## src/rtl/tmq_pkg.sv

```systemverilog
// ----------------------------------------------------------------------------
// tmq_pkg: shared types and constants of the task multiplicity queue
// Request and response payloads, command and status codes, and the entry
// and chain records passed between the store cells.
// ----------------------------------------------------------------------------
package tmq_pkg;

	localparam int unsigned DEPTH_DEF = 16;
	localparam int unsigned ID_W      = 16;
	localparam int unsigned COUNT_W   = 8;
	localparam int unsigned TOTAL_W   = 12;
	localparam int unsigned TARGET_W  = 12;
	localparam logic [TOTAL_W-1:0] TOTAL_MAX = '1;

	typedef enum logic [1:0] {
		CMD_PUSH = 2'd0,
		CMD_POP  = 2'd1,
		CMD_TRIM = 2'd2
	} cmd_t;

	typedef enum logic [1:0] {
		ST_OK      = 2'd0,
		ST_EMPTY   = 2'd1,
		ST_REFUSED = 2'd2
	} status_t;

	// Operation broadcast to every cell in a cycle
	typedef enum logic [1:0] {
		OP_HOLD = 2'd0,
		OP_PUSH = 2'd1,
		OP_POP  = 2'd2
	} cell_op_t;

	typedef struct packed {
		cmd_t                cmd;
		logic [ID_W-1:0]     task_id;
		logic [COUNT_W-1:0]  instances;
		logic                optional;
		logic [TARGET_W-1:0] target_size;
	} in_req_t;

	typedef struct packed {
		status_t             status;
		logic [ID_W-1:0]     served_id;
		logic                served_optional;
		logic [TOTAL_W-1:0]  total_instances;
		logic                store_empty;
	} out_rsp_t;

	// One store slot
	typedef struct packed {
		logic               valid;
		logic [ID_W-1:0]    id;
		logic [COUNT_W-1:0] count;
		logic               opt;
	} entry_t;

	// Carried front to back along the cell row
	typedef struct packed {
		logic            seen;  // a valid non-optional entry lies in front
		logic            rm;    // an entry in front is removed this cycle
		logic [ID_W-1:0] sid;   // id of the selected entry
		logic            sopt;  // optional mark of the selected entry
	} chain_t;

	// Store summary toward the control
	typedef struct packed {
		logic            empty;
		logic            full;
		logic            nxt_empty;
		logic [ID_W-1:0] served_id;
		logic            served_opt;
	} store_stat_t;

endpackage

```

## src/rtl/task_multiplicity_queue_top.sv

```systemverilog
// Push and pop responses are registered and appear in the cycle after acceptance.
// One push or pop per cycle while no trim runs and the response register drains.
// Trim pops until the total is below its target or the store is empty; the
// cell row serves one instance per cycle. Reset clears the slot valid bits, the
// instance total and the response register at once; no clearing pass is needed.
// ----------------------------------------------------------------------------
// task_multiplicity_queue_top: bounded task store with instance counts
// Accepts push, pop and trim requests, keeps the running instance total and
// drives a row of store cells; one response per request.
// ----------------------------------------------------------------------------
module task_multiplicity_queue_top import tmq_pkg::*; #(
	parameter int unsigned DEPTH = DEPTH_DEF
) (
	input  logic     clk,
	input  logic     arst_n,
	input  logic     in_valid,
	output logic     in_ready,
	input  in_req_t  in_data,
	output logic     out_valid,
	input  logic     out_ready,
	output out_rsp_t out_data
);

	typedef enum logic {
		S_IDLE,
		S_TRIM
	} state_t;

	state_t                state_q;
	logic [TOTAL_W-1:0]    total_q;
	logic [TARGET_W-1:0]   target_q;
	logic                  out_valid_q;
	out_rsp_t              out_q;

	cell_op_t              op;
	entry_t                push_ent;
	store_stat_t           stat;
	logic                  out_free;
	logic                  acc;
	logic                  push_ok;
	logic [TOTAL_W:0]      push_sum;
	logic                  trim_more;

	tmq_store #(
		.DEPTH (DEPTH)
	) u_store (
		.clk      (clk),
		.arst_n   (arst_n),
		.op       (op),
		.push_ent (push_ent),
		.stat     (stat)
	);

	assign out_free = !out_valid_q || out_ready;
	assign in_ready = (state_q == S_IDLE) && out_free;
	assign acc      = in_valid && in_ready;

	assign push_sum  = {1'b0, total_q} + (TOTAL_W+1)'(in_data.instances);
	assign push_ok   = !stat.full && (in_data.instances != '0) &&
		(push_sum <= {1'b0, TOTAL_MAX});
	assign trim_more = (total_q >= target_q) && !stat.empty;

	assign push_ent.valid = 1'b1;
	assign push_ent.id    = in_data.task_id;
	assign push_ent.count = in_data.instances;
	assign push_ent.opt   = in_data.optional;

	// Store operation for this cycle
	always_comb begin
		op = OP_HOLD;
		if (state_q == S_TRIM) begin
			if (trim_more) begin
				op = OP_POP;
			end
		end else if (acc) begin
			unique case (in_data.cmd)
				CMD_PUSH: op = push_ok ? OP_PUSH : OP_HOLD;
				CMD_POP:  op = stat.empty ? OP_HOLD : OP_POP;
				default:  op = OP_HOLD;
			endcase
		end
	end

	// Control, instance total and response register
	always_ff @(posedge clk or negedge arst_n) begin
		if (!arst_n) begin
			state_q     <= S_IDLE;
			total_q     <= '0;
			target_q    <= '0;
			out_valid_q <= 1'b0;
			out_q       <= '0;
		end else begin
			if (out_ready) begin
				out_valid_q <= 1'b0;
			end
			unique case (op)
				OP_PUSH: total_q <= push_sum[TOTAL_W-1:0];
				OP_POP:  total_q <= (total_q != '0) ? total_q - TOTAL_W'(1) : total_q;
				default: total_q <= total_q;
			endcase
			unique case (state_q)
				S_IDLE: begin
					if (acc) begin
						out_q.status          <= ST_OK;
						out_q.served_id       <= '0;
						out_q.served_optional <= 1'b0;
						out_q.store_empty     <= stat.nxt_empty;
						out_q.total_instances <= total_q;
						unique case (in_data.cmd)
							CMD_PUSH: begin
								out_valid_q <= 1'b1;
								if (push_ok) begin
									out_q.total_instances <= push_sum[TOTAL_W-1:0];
								end else begin
									out_q.status <= ST_REFUSED;
								end
							end
							CMD_POP: begin
								out_valid_q <= 1'b1;
								if (stat.empty) begin
									out_q.status <= ST_EMPTY;
								end else begin
									out_q.served_id       <= stat.served_id;
									out_q.served_optional <= stat.served_opt;
									out_q.total_instances <= total_q - TOTAL_W'(1);
								end
							end
							CMD_TRIM: begin
								target_q <= in_data.target_size;
								state_q  <= S_TRIM;
							end
							default: begin
								out_valid_q <= 1'b1;
							end
						endcase
					end
				end
				S_TRIM: begin
					if (!trim_more && out_free) begin
						out_valid_q           <= 1'b1;
						out_q.status          <= ST_OK;
						out_q.served_id       <= '0;
						out_q.served_optional <= 1'b0;
						out_q.total_instances <= total_q;
						out_q.store_empty     <= stat.empty;
						state_q               <= S_IDLE;
					end
				end
				default: begin
					state_q <= S_IDLE;
				end
			endcase
		end
	end

	assign out_valid = out_valid_q;
	assign out_data  = out_q;

endmodule

```

## src/rtl/tmq_cell.sv

```systemverilog
// ----------------------------------------------------------------------------
// tmq_cell: one slot of the task store
// Holds one entry; on push takes its front neighbor, on a pop removal
// at or in front of it takes its back neighbor, and decrements when it
// is the served entry.
// ----------------------------------------------------------------------------
module tmq_cell import tmq_pkg::*; (
	input  logic     clk,
	input  logic     arst_n,
	input  cell_op_t op,
	input  logic     any_nonopt,
	input  entry_t   left,
	input  entry_t   right,
	input  chain_t   chain_in,
	output chain_t   chain_out,
	output entry_t   ent
);

	logic               valid_q;
	logic [ID_W-1:0]    id_q;
	logic [COUNT_W-1:0] count_q;
	logic               opt_q;
	entry_t             cur;
	entry_t             ent_d;
	logic               sel;
	logic               last_one;
	logic               take_right;

	assign cur = '{valid: valid_q, id: id_q, count: count_q, opt: opt_q};

	// Served entry: frontmost non-optional, else the back entry
	assign sel = cur.valid &&
		((!cur.opt && !chain_in.seen) || (!right.valid && !any_nonopt));
	assign last_one   = (cur.count == COUNT_W'(1));
	assign take_right = chain_in.rm || (sel && last_one);

	assign chain_out.seen = chain_in.seen || (cur.valid && !cur.opt);
	assign chain_out.rm   = (op == OP_POP) && take_right;
	assign chain_out.sid  = sel ? cur.id : chain_in.sid;
	assign chain_out.sopt = sel ? cur.opt : chain_in.sopt;

	// Next slot contents
	always_comb begin
		ent_d = cur;
		unique case (op)
			OP_PUSH: begin
				ent_d = left;
			end
			OP_POP: begin
				if (take_right) begin
					ent_d = right;
				end else if (sel) begin
					ent_d.count = cur.count - COUNT_W'(1);
				end
			end
			default: begin
				ent_d = cur;
			end
		endcase
	end

	always_ff @(posedge clk or negedge arst_n) begin
		if (!arst_n) begin
			valid_q <= 1'b0;
		end else begin
			valid_q <= ent_d.valid;
		end
	end

	always_ff @(posedge clk) begin
		id_q    <= ent_d.id;
		count_q <= ent_d.count;
		opt_q   <= ent_d.opt;
	end

	assign ent = cur;

endmodule

```

## src/rtl/tmq_store.sv

```systemverilog
// ----------------------------------------------------------------------------
// tmq_store: row of store cells
// Slot 0 is the front. Entries stay packed; push shifts toward the back,
// removal shifts the entries behind the served one toward the front.
// ----------------------------------------------------------------------------
module tmq_store import tmq_pkg::*; #(
	parameter int unsigned DEPTH = DEPTH_DEF
) (
	input  logic            clk,
	input  logic            arst_n,
	input  cell_op_t        op,
	input  entry_t          push_ent,
	output store_stat_t     stat
);

	entry_t ent   [DEPTH];
	entry_t left  [DEPTH];
	entry_t right [DEPTH];
	chain_t chain [DEPTH+1];
	logic   any_nonopt;

	assign chain[0]   = '0;
	assign any_nonopt = chain[DEPTH].seen;

	for (genvar i = 0; i < DEPTH; i++) begin : g_cell
		if (i == 0) begin : g_front
			assign left[i] = push_ent;
		end else begin : g_mid
			assign left[i] = ent[i-1];
		end
		if (i == DEPTH-1) begin : g_back
			assign right[i] = '0;
		end else begin : g_inner
			assign right[i] = ent[i+1];
		end

		tmq_cell u_cell (
			.clk        (clk),
			.arst_n     (arst_n),
			.op         (op),
			.any_nonopt (any_nonopt),
			.left       (left[i]),
			.right      (right[i]),
			.chain_in   (chain[i]),
			.chain_out  (chain[i+1]),
			.ent        (ent[i])
		);
	end

	// Summary; a pop empties the store only when a single entry holds one instance
	always_comb begin
		stat.empty      = !ent[0].valid;
		stat.full       = ent[DEPTH-1].valid;
		stat.served_id  = chain[DEPTH].sid;
		stat.served_opt = chain[DEPTH].sopt;
		unique case (op)
			OP_PUSH: stat.nxt_empty = 1'b0;
			OP_POP:  stat.nxt_empty = !ent[1].valid &&
				(!ent[0].valid || (ent[0].count == COUNT_W'(1)));
			default: stat.nxt_empty = !ent[0].valid;
		endcase
	end

endmodule
```

## config.mk

```make
export PLATFORM = sky130hd
export DESIGN_NAME = task_multiplicity_queue_top
export DESIGN_NICKNAME = d
export VERILOG_FILES = /design/src/rtl/tmq_pkg.sv /design/src/rtl/task_multiplicity_queue_top.sv /design/src/rtl/tmq_cell.sv /design/src/rtl/tmq_store.sv
export SDC_FILE = /design/constraint.sdc
export NUM_CORES = 1
export LEC_CHECK = 0
export ABC_AREA = 1
export BUFFER_PORTS_ARGS = -buffer_cell sky130_fd_sc_hd__buf_2
export CORE_MARGIN = 4
export CORE_UTILIZATION = 45
export DETAILED_ROUTE_END_ITERATION = 10
export PLACE_DENSITY = 0.7
export SETUP_SLACK_MARGIN = 0.5
export SLEW_MARGIN = 20
export SYNTH_ARGS = -nofsm -noshare
export SYNTH_HDL_FRONTEND = slang
export SYNTH_SLANG_ARGS = --single-unit
```

## constraint.sdc

```tcl
create_clock -name clk -period 15.69 [get_ports clk]
set_clock_uncertainty 0.2 [all_clocks]
set_input_delay 1.569 -clock clk [delete_from_list [all_inputs] [get_ports clk]]
set_output_delay 1.569 -clock clk [all_outputs]
set_load 0.005 [all_outputs]
```

Yosys cells after proc, flatten, opt, wreduce, memory -nomap -nowiden. Cells that the tools add are included.

Register bits after elaboration: 474. Input bits: 43. Output and inout bits: 34. Word-level logic and storage cells: 526.

Add/subtract/negate cells: 18. $lt $le $gt $ge: 2. Equal/unequal tests: 55. Muxes and demuxes: 140. Bitwise logic cells: 1. Reductions and logical operators: 237.

Operator list (number): 26-bit one-hot mux with 2 select lines (16); 17-bit 2-to-1 mux (17); 16-bit 2-to-1 mux (16); 8-bit 2-to-1 mux (32); 8-bit by 1-bit equality test with 1-bit output (second input constant) (16); 8-bit by 1-bit subtractor with 8-bit output (second input constant) (16); 1-bit logical AND (100); 2-bit AND reduction (34); 32-bit 2-to-1 mux (2); 32-bit one-hot mux with 2 select lines (1); 1-bit zero test (50); 1-bit logical OR (48); 3-bit inequality test (second input constant) (16); 12-bit one-hot mux with 2 select lines (2); 1-bit 2-to-1 mux (41); 2-bit inequality test (second input constant) (18); 29-bit 2-to-1 mux (1); 12-bit 2-to-1 mux (2); 12-bit by 8-bit adder with 13-bit output (1); 13-bit by 12-bit <= comparator with 1-bit output (second input constant) (1); 12-bit greater-or-equal comparator (1); 12-bit nonzero test (1); 12-bit by 1-bit subtractor with 12-bit output (second input constant) (1); 2-bit 2-to-1 mux (5); other kinds (10) (15).

Depth between registers and ports, before layout.
Word-level depth: 54. Gate-level depth with buffers: 35. Mapped depth without buffers: 35.

Cells and area by module. From an unflattened synthesis, not the netlist that was laid out.

Cell total of the unflattened synthesis: 4679. Area total of the unflattened synthesis: 32920.3 um^2.

Modules (own cells, without submodules): tmq_cell (u_store.g_cell[0].u_cell ...) (times used 15, cells an instance 252, area an instance 1781.7 um^2, sequential area each 775.7 um^2); task_multiplicity_queue_top (times used 1, cells an instance 628, area an instance 4311.6 um^2, sequential area each 1451.4 um^2); tmq_cell (u_store.g_cell[9].u_cell) (times used 1, cells an instance 252, area an instance 1794.2 um^2, sequential area each 775.7 um^2); tmq_store (times used 1, cells an instance 19, area an instance 88.8 um^2, sequential area each 0.0 um^2).

Least setup slack after synthesis. Ideal clock, no wire load.

Kind: input port to flip-flop. Start: input in_data[13] (netlist bit). End: register u_store.g_cell[14].u_cell.id_q[0] (enable). Library setup time: 369 ps. Data arrival time: 6121 ps. Required time: 15121 ps. Slack: 9000 ps. Cell stages on the path: 24. Path buffers: 1. Cell sequence: ha_1 inv_1 fa_1 o21ai_0 a21oi_1 o21bai_1 a21oi_1 o21ai_0 nand4_1 o21ai_1 nor3_1 inv_1 ha_1 clkinv_1 a41oi_2 nor2_4 a41oi_2 nor2_1 buf_4 a41oi_2 nor2_2 a21oi_4 nor2_1 inv_1.

Longest elaborated chain between the ends: 38. Elaborated cells between the ends (all ways): 42. Those cells by class: 1 x add/sub; 1 x order compare; 3 x eq/ne; 4 x mux; 33 x reduce/logical.

Ends and longest elaborated chain: from (decl) (line task_multiplicity_queue_top.sv:18) `input in_req_t in_data,`; 12-bit by 8-bit adder with 13-bit output or 8-bit nonzero test (tied branches) (line task_multiplicity_queue_top.sv:58, task_multiplicity_queue_top.sv:59); 13-bit by 12-bit <= comparator with 1-bit output or 1-bit logical AND (tied branches) (line task_multiplicity_queue_top.sv:60, task_multiplicity_queue_top.sv:59); 1-bit logical AND (*) (line task_multiplicity_queue_top.sv:59) `assign push_ok = !stat.full && (in_data.instances != '0) &&`; 1-bit 2-to-1 mux (*) (line task_multiplicity_queue_top.sv:77) `CMD_PUSH: op = push_ok ? OP_PUSH : OP_HOLD;`; 2-bit one-hot mux with 2 select lines (*) (line task_multiplicity_queue_top.sv:76) `unique case (in_data.cmd)`; 2-bit 2-to-1 mux (*) (line task_multiplicity_queue_top.sv:75) `end else if (acc) begin`; 2-bit 2-to-1 mux (*) (line task_multiplicity_queue_top.sv:71) `if (state_q == S_TRIM) begin`; 2-bit equality test (line tmq_cell.sv:38, tmq_cell.sv:45); (+22 left out); 1-bit logical AND (line tmq_cell.sv:38) `assign chain_out.rm = (op == OP_POP) && take_right;`; 1-bit logical OR (line tmq_cell.sv:35) `assign take_right = chain_in.rm || (sel && last_one);`; 1-bit logical AND (line tmq_cell.sv:38); 1-bit logical OR (line tmq_cell.sv:35); 1-bit logical AND (line tmq_cell.sv:38); 1-bit logical OR (line tmq_cell.sv:35); 2-bit inequality test (no line); 2-bit AND reduction (no line) (*); to (signal assigned) (line tmq_cell.sv:71) `id_q <= ent_d.id;`; to (decl) (line tmq_cell.sv:20) `logic [ID_W-1:0] id_q;`.

Every way passes the cells marked *; elsewhere a longest branch is shown, timed or not. A chain may end at the register's enable or synchronous reset.

==> results.json <==
{
  "power.switching_w": 0.001601,
  "synth.ff_latch_count": 474,
  "synth_cells": 3256,
  "grt_util_met2_pct": 36.55,
  "fmax_mhz": 116.9,
  "relSlewSlack_pct": 27.57,
  "intPower_w": 0.002723,
  "synth.net_count": 3355,
  "drive_gt1_share_pct": 7.182,
  "cp.required_ns": 15.92,
  "power_density_mw_per_mm2": 143.7,
  "ys_warn_count": 0,
  "drc_errors": 0,
  "htree_num_levels": 2,
  "first_pass_iters": 6,
  "stdcell_area_mm2": 0.03009,
  "comb_power_share_pct": 32.6,
  "finalSetupViolations": 0,
  "cp-end-kind": "register",
  "slew_violations": 0,
  "start_util_pct": 45.53,
  "portBuffers": 76,
  "cts_tree": "built",
  "syn2layout_area_growth_pct": 9.488,
  "final_common_cell": "nand2_1",
  "p_leak_nw": 12.25,
  "root_buffer": "clkbuf_16",
  "syn_area_per_cell_um2": 8.441,
  "dpl_cell_area_mm2": 0.02842,
  "synth_cell_types": 56,
  "grt_pass1_wl_mm": 117.0,
  "async_flop_share_pct": 15.61,
  "grt_antenna_before_repair": 1,
  "drtIter0Drc": 1954,
  "synth-seq-area-share_pct": 50.44,
  "avgRoutedWirePerCell_um": 17.86,
  "hold_violations": 0,
  "max_cap_viol_count": 0,
  "clock_latency_ns": 0.60,
  "hp-class": "reg -> reg",
  "rsz0062_at_grt": "no",
  "timing.final.crit_period_ns": 8.555,
  "syn_area_mm2": 0.02748,
  "peakVddDrop_uv": 107.6,
  "die_area_mm2": 0.06509,
  "finalSetupTns_ns": 0,
  "top_usage_layer": "met2",
  "fp.dieH_um": 255.1,
  "arrival_ns": 8.79,
  "slowest_stage": "buf_4",
  "clockPowerShare_pct": 28.0,
  "cpMostUsedCell": "buf_4",
  "swShare_pct": 37.02,
  "clkTransAtPathRegs_ns": 0.06,
  "dr_total_vias": 23010,
  "crit_fanout": 114,
  "numCtsBuffers": 50,
  "tightest_slew_ns": 1.083,
  "drtAntennaViolNets": 0,
  "crit_type": "in -> reg",
  "max_stage_delay_ns": 0.87,
  "grtUsageTotal_pct": 21.90,
  "grtUsageMet3_pct": 2.276,
  "place.gp.congestion": 0.9093,
  "p_seq_share_pct": 39.4,
  "finalCritPeriodShare_pct": 54.52,
  "die_x_um": 255.1,
  "synth_edf_count": 400,
  "nets": 3346,
  "vias_per_cell": 5.654,
  "hpwl_mm": 51.10,
  "start_kind": "input port",
  "clkSinkCount": 474,
  "ys.flop_type": "edfxtp_1",
  "grt-ovfl-total": 0,
  "coreArea_mm2": 0.06036,
  "hold_buffers": 0,
  "pin_count": 77,
  "grt_util_met1_pct": 30.56,
  "postCtsSetupBuffers": 0,
  "grt_pass1_vias": 22350,
  "drt_wl_total_mm": 72.69,
  "num_rows": 90,
  "final_cell_mix": "nand2_1, o21ai_0, inv_1",
  "grt_max_degree": 115,
  "crit_chain": "buf_2 > ha_1 > inv_1 > fa_1 > o21ai_0 > a21oi_1 > o21bai_1 > a21oi_1 > o21ai_0 > nand4_1 > o21ai_1 > nor3_1 > inv_1 > ha_4 > buf_4 > buf_4 > buf_4 > buf_4 > buf_4 > o21ai_0 > a21oi_1 > nand2_1 > o221ai_1",
  "status": "finished clean",
  "clk_path_buf_depth": 3,
  "postCtsResizedCells": 0
}
## per-stage QoR
step / utilization (%) / power [W] / worst slack [ns] / hold WS [ns] / cells
6_report: 49.85 / 0.004324 / 7.135 / 0.2753 / 4069
5_1_grt: 49.85 / 0.004596 / 6.431 / 0.3114 / 4068
4_1_cts: 49.83 / 0.004342 / 7.268 / 0.2829 / 4068
3_5_place_dp: 47.09 / 0.003133 / 6.653 / 0.2639 / 3977
3_3_place_gp: 47.09 / 0.003108 / 6.730 / 0.2568 / 3977
2_1_floorplan: - / 0.002685 / 9.000 / 0.2654 / 3256
## final cells by class
| cell class | count | area (µm²) |
|---|---|---|
| multi-input combinational | 2197 | 11450 |
| tap | 782 | 978.4 |
| antenna | 1 | 2.502 |
| clock inverter | 23 | 133.9 |
| inverter | 430 | 1622 |
| timing repair buffer | 94 | 521.8 |
| clock buffer | 68 | 1519 |
| sequential | 474 | 13860 |
| fill | 5732 | 30270 |
## logic make-up (layout without fill, tap and decap cells)
family | after synthesis | after routing | synth area share [%]
AND/OR/NAND/NOR | 1054 | 1054 | 16.07
AO/OA/AOI/OAI | 1005 | 1005 | 20.28
buffers and inverters | 585 | 615 | 8.008
flip-flops | 474 | 474 | 50.44
XOR/XNOR | 81 | 81 | 2.581
adder cells (fa/ha/maj) | 56 | 56 | 2.577
multiplexers | 1 | 1 | 0.04097
other | 0 | 1 | 0
## critical path, delay by kind of cell
family,cells,cell delay [ns]
adders and majority gates,3,0.73
and+or+nand+nor,3,0.36
AOI/OAI and AO/OA,9,1.96
buffers and inverters,8,3.95
## worst paths after layout
check,startpoint,to,slack [ns],depth (start not counted)
worst min register to register,out_data[0],out_data[0],0.28,2
worst min-delay path,out_data[0],out_data[0],0.28,2
worst max-delay path,in_data[13],u_store.g_cell[6].u_cell.count_q[7],7.14,23
worst max register to register,total_q[0],u_store.g_cell[6].u_cell.count_q[7],7.76,22
max in group asynchronous,arst_n,total_q[6],13.97,1
min in group asynchronous,arst_n,out_data[19],0.82,1
## routing by layer
layer / share of wire, % / vias to the layer above
met4: 2.4 / 0
met3: 4.7 / 102
met2: 48 / 628
li1: - / 11160
met5: 0 / -
met1: 45 / 11120
## flip-flops by register name, summed over array words and instances, names as in the netlist
name and flops:
u_store.g_cell.u_cell.id_q 256, u_store.g_cell.u_cell.count_q 128, out_data 32, u_store.g_cell.u_cell.opt_q 16, u_store.g_cell.u_cell.valid_q 16, target_q 12, total_q 12, out_valid 1
state_q 1
## cells in the mapped netlist, drive strengths merged (32+ instances only)
cell	n	share of area [%]
nor3	32	0.60
dfrtp	74	6.7
nand3	75	1.4
o211ai	57	1.6
xor2	70	2.2
nor2	224	3.4
edfxtp	400	44
inv	416	5.7
a21oi	280	5.2
nand4	40	1.1
o221ai	53	1.7
clkbuf	142	1.9
o21ai	566	10
ha	55	2.5
nand2	671	9.3
## power groups by stage
stage | combinational (W) | sequential, W | clock (W)
detailed placement | 0.00141 | 0.00173 | 0
floorplan | 0.00101 | 0.00168 | 0
global route | 0.00160 | 0.00172 | 0.00127
global placement | 0.00138 | 0.00172 | 0
CTS | 0.00141 | 0.00170 | 0.00122
finish | 0.00141 | 0.00171 | 0.00121
Power figures use the tool's default switching activity.
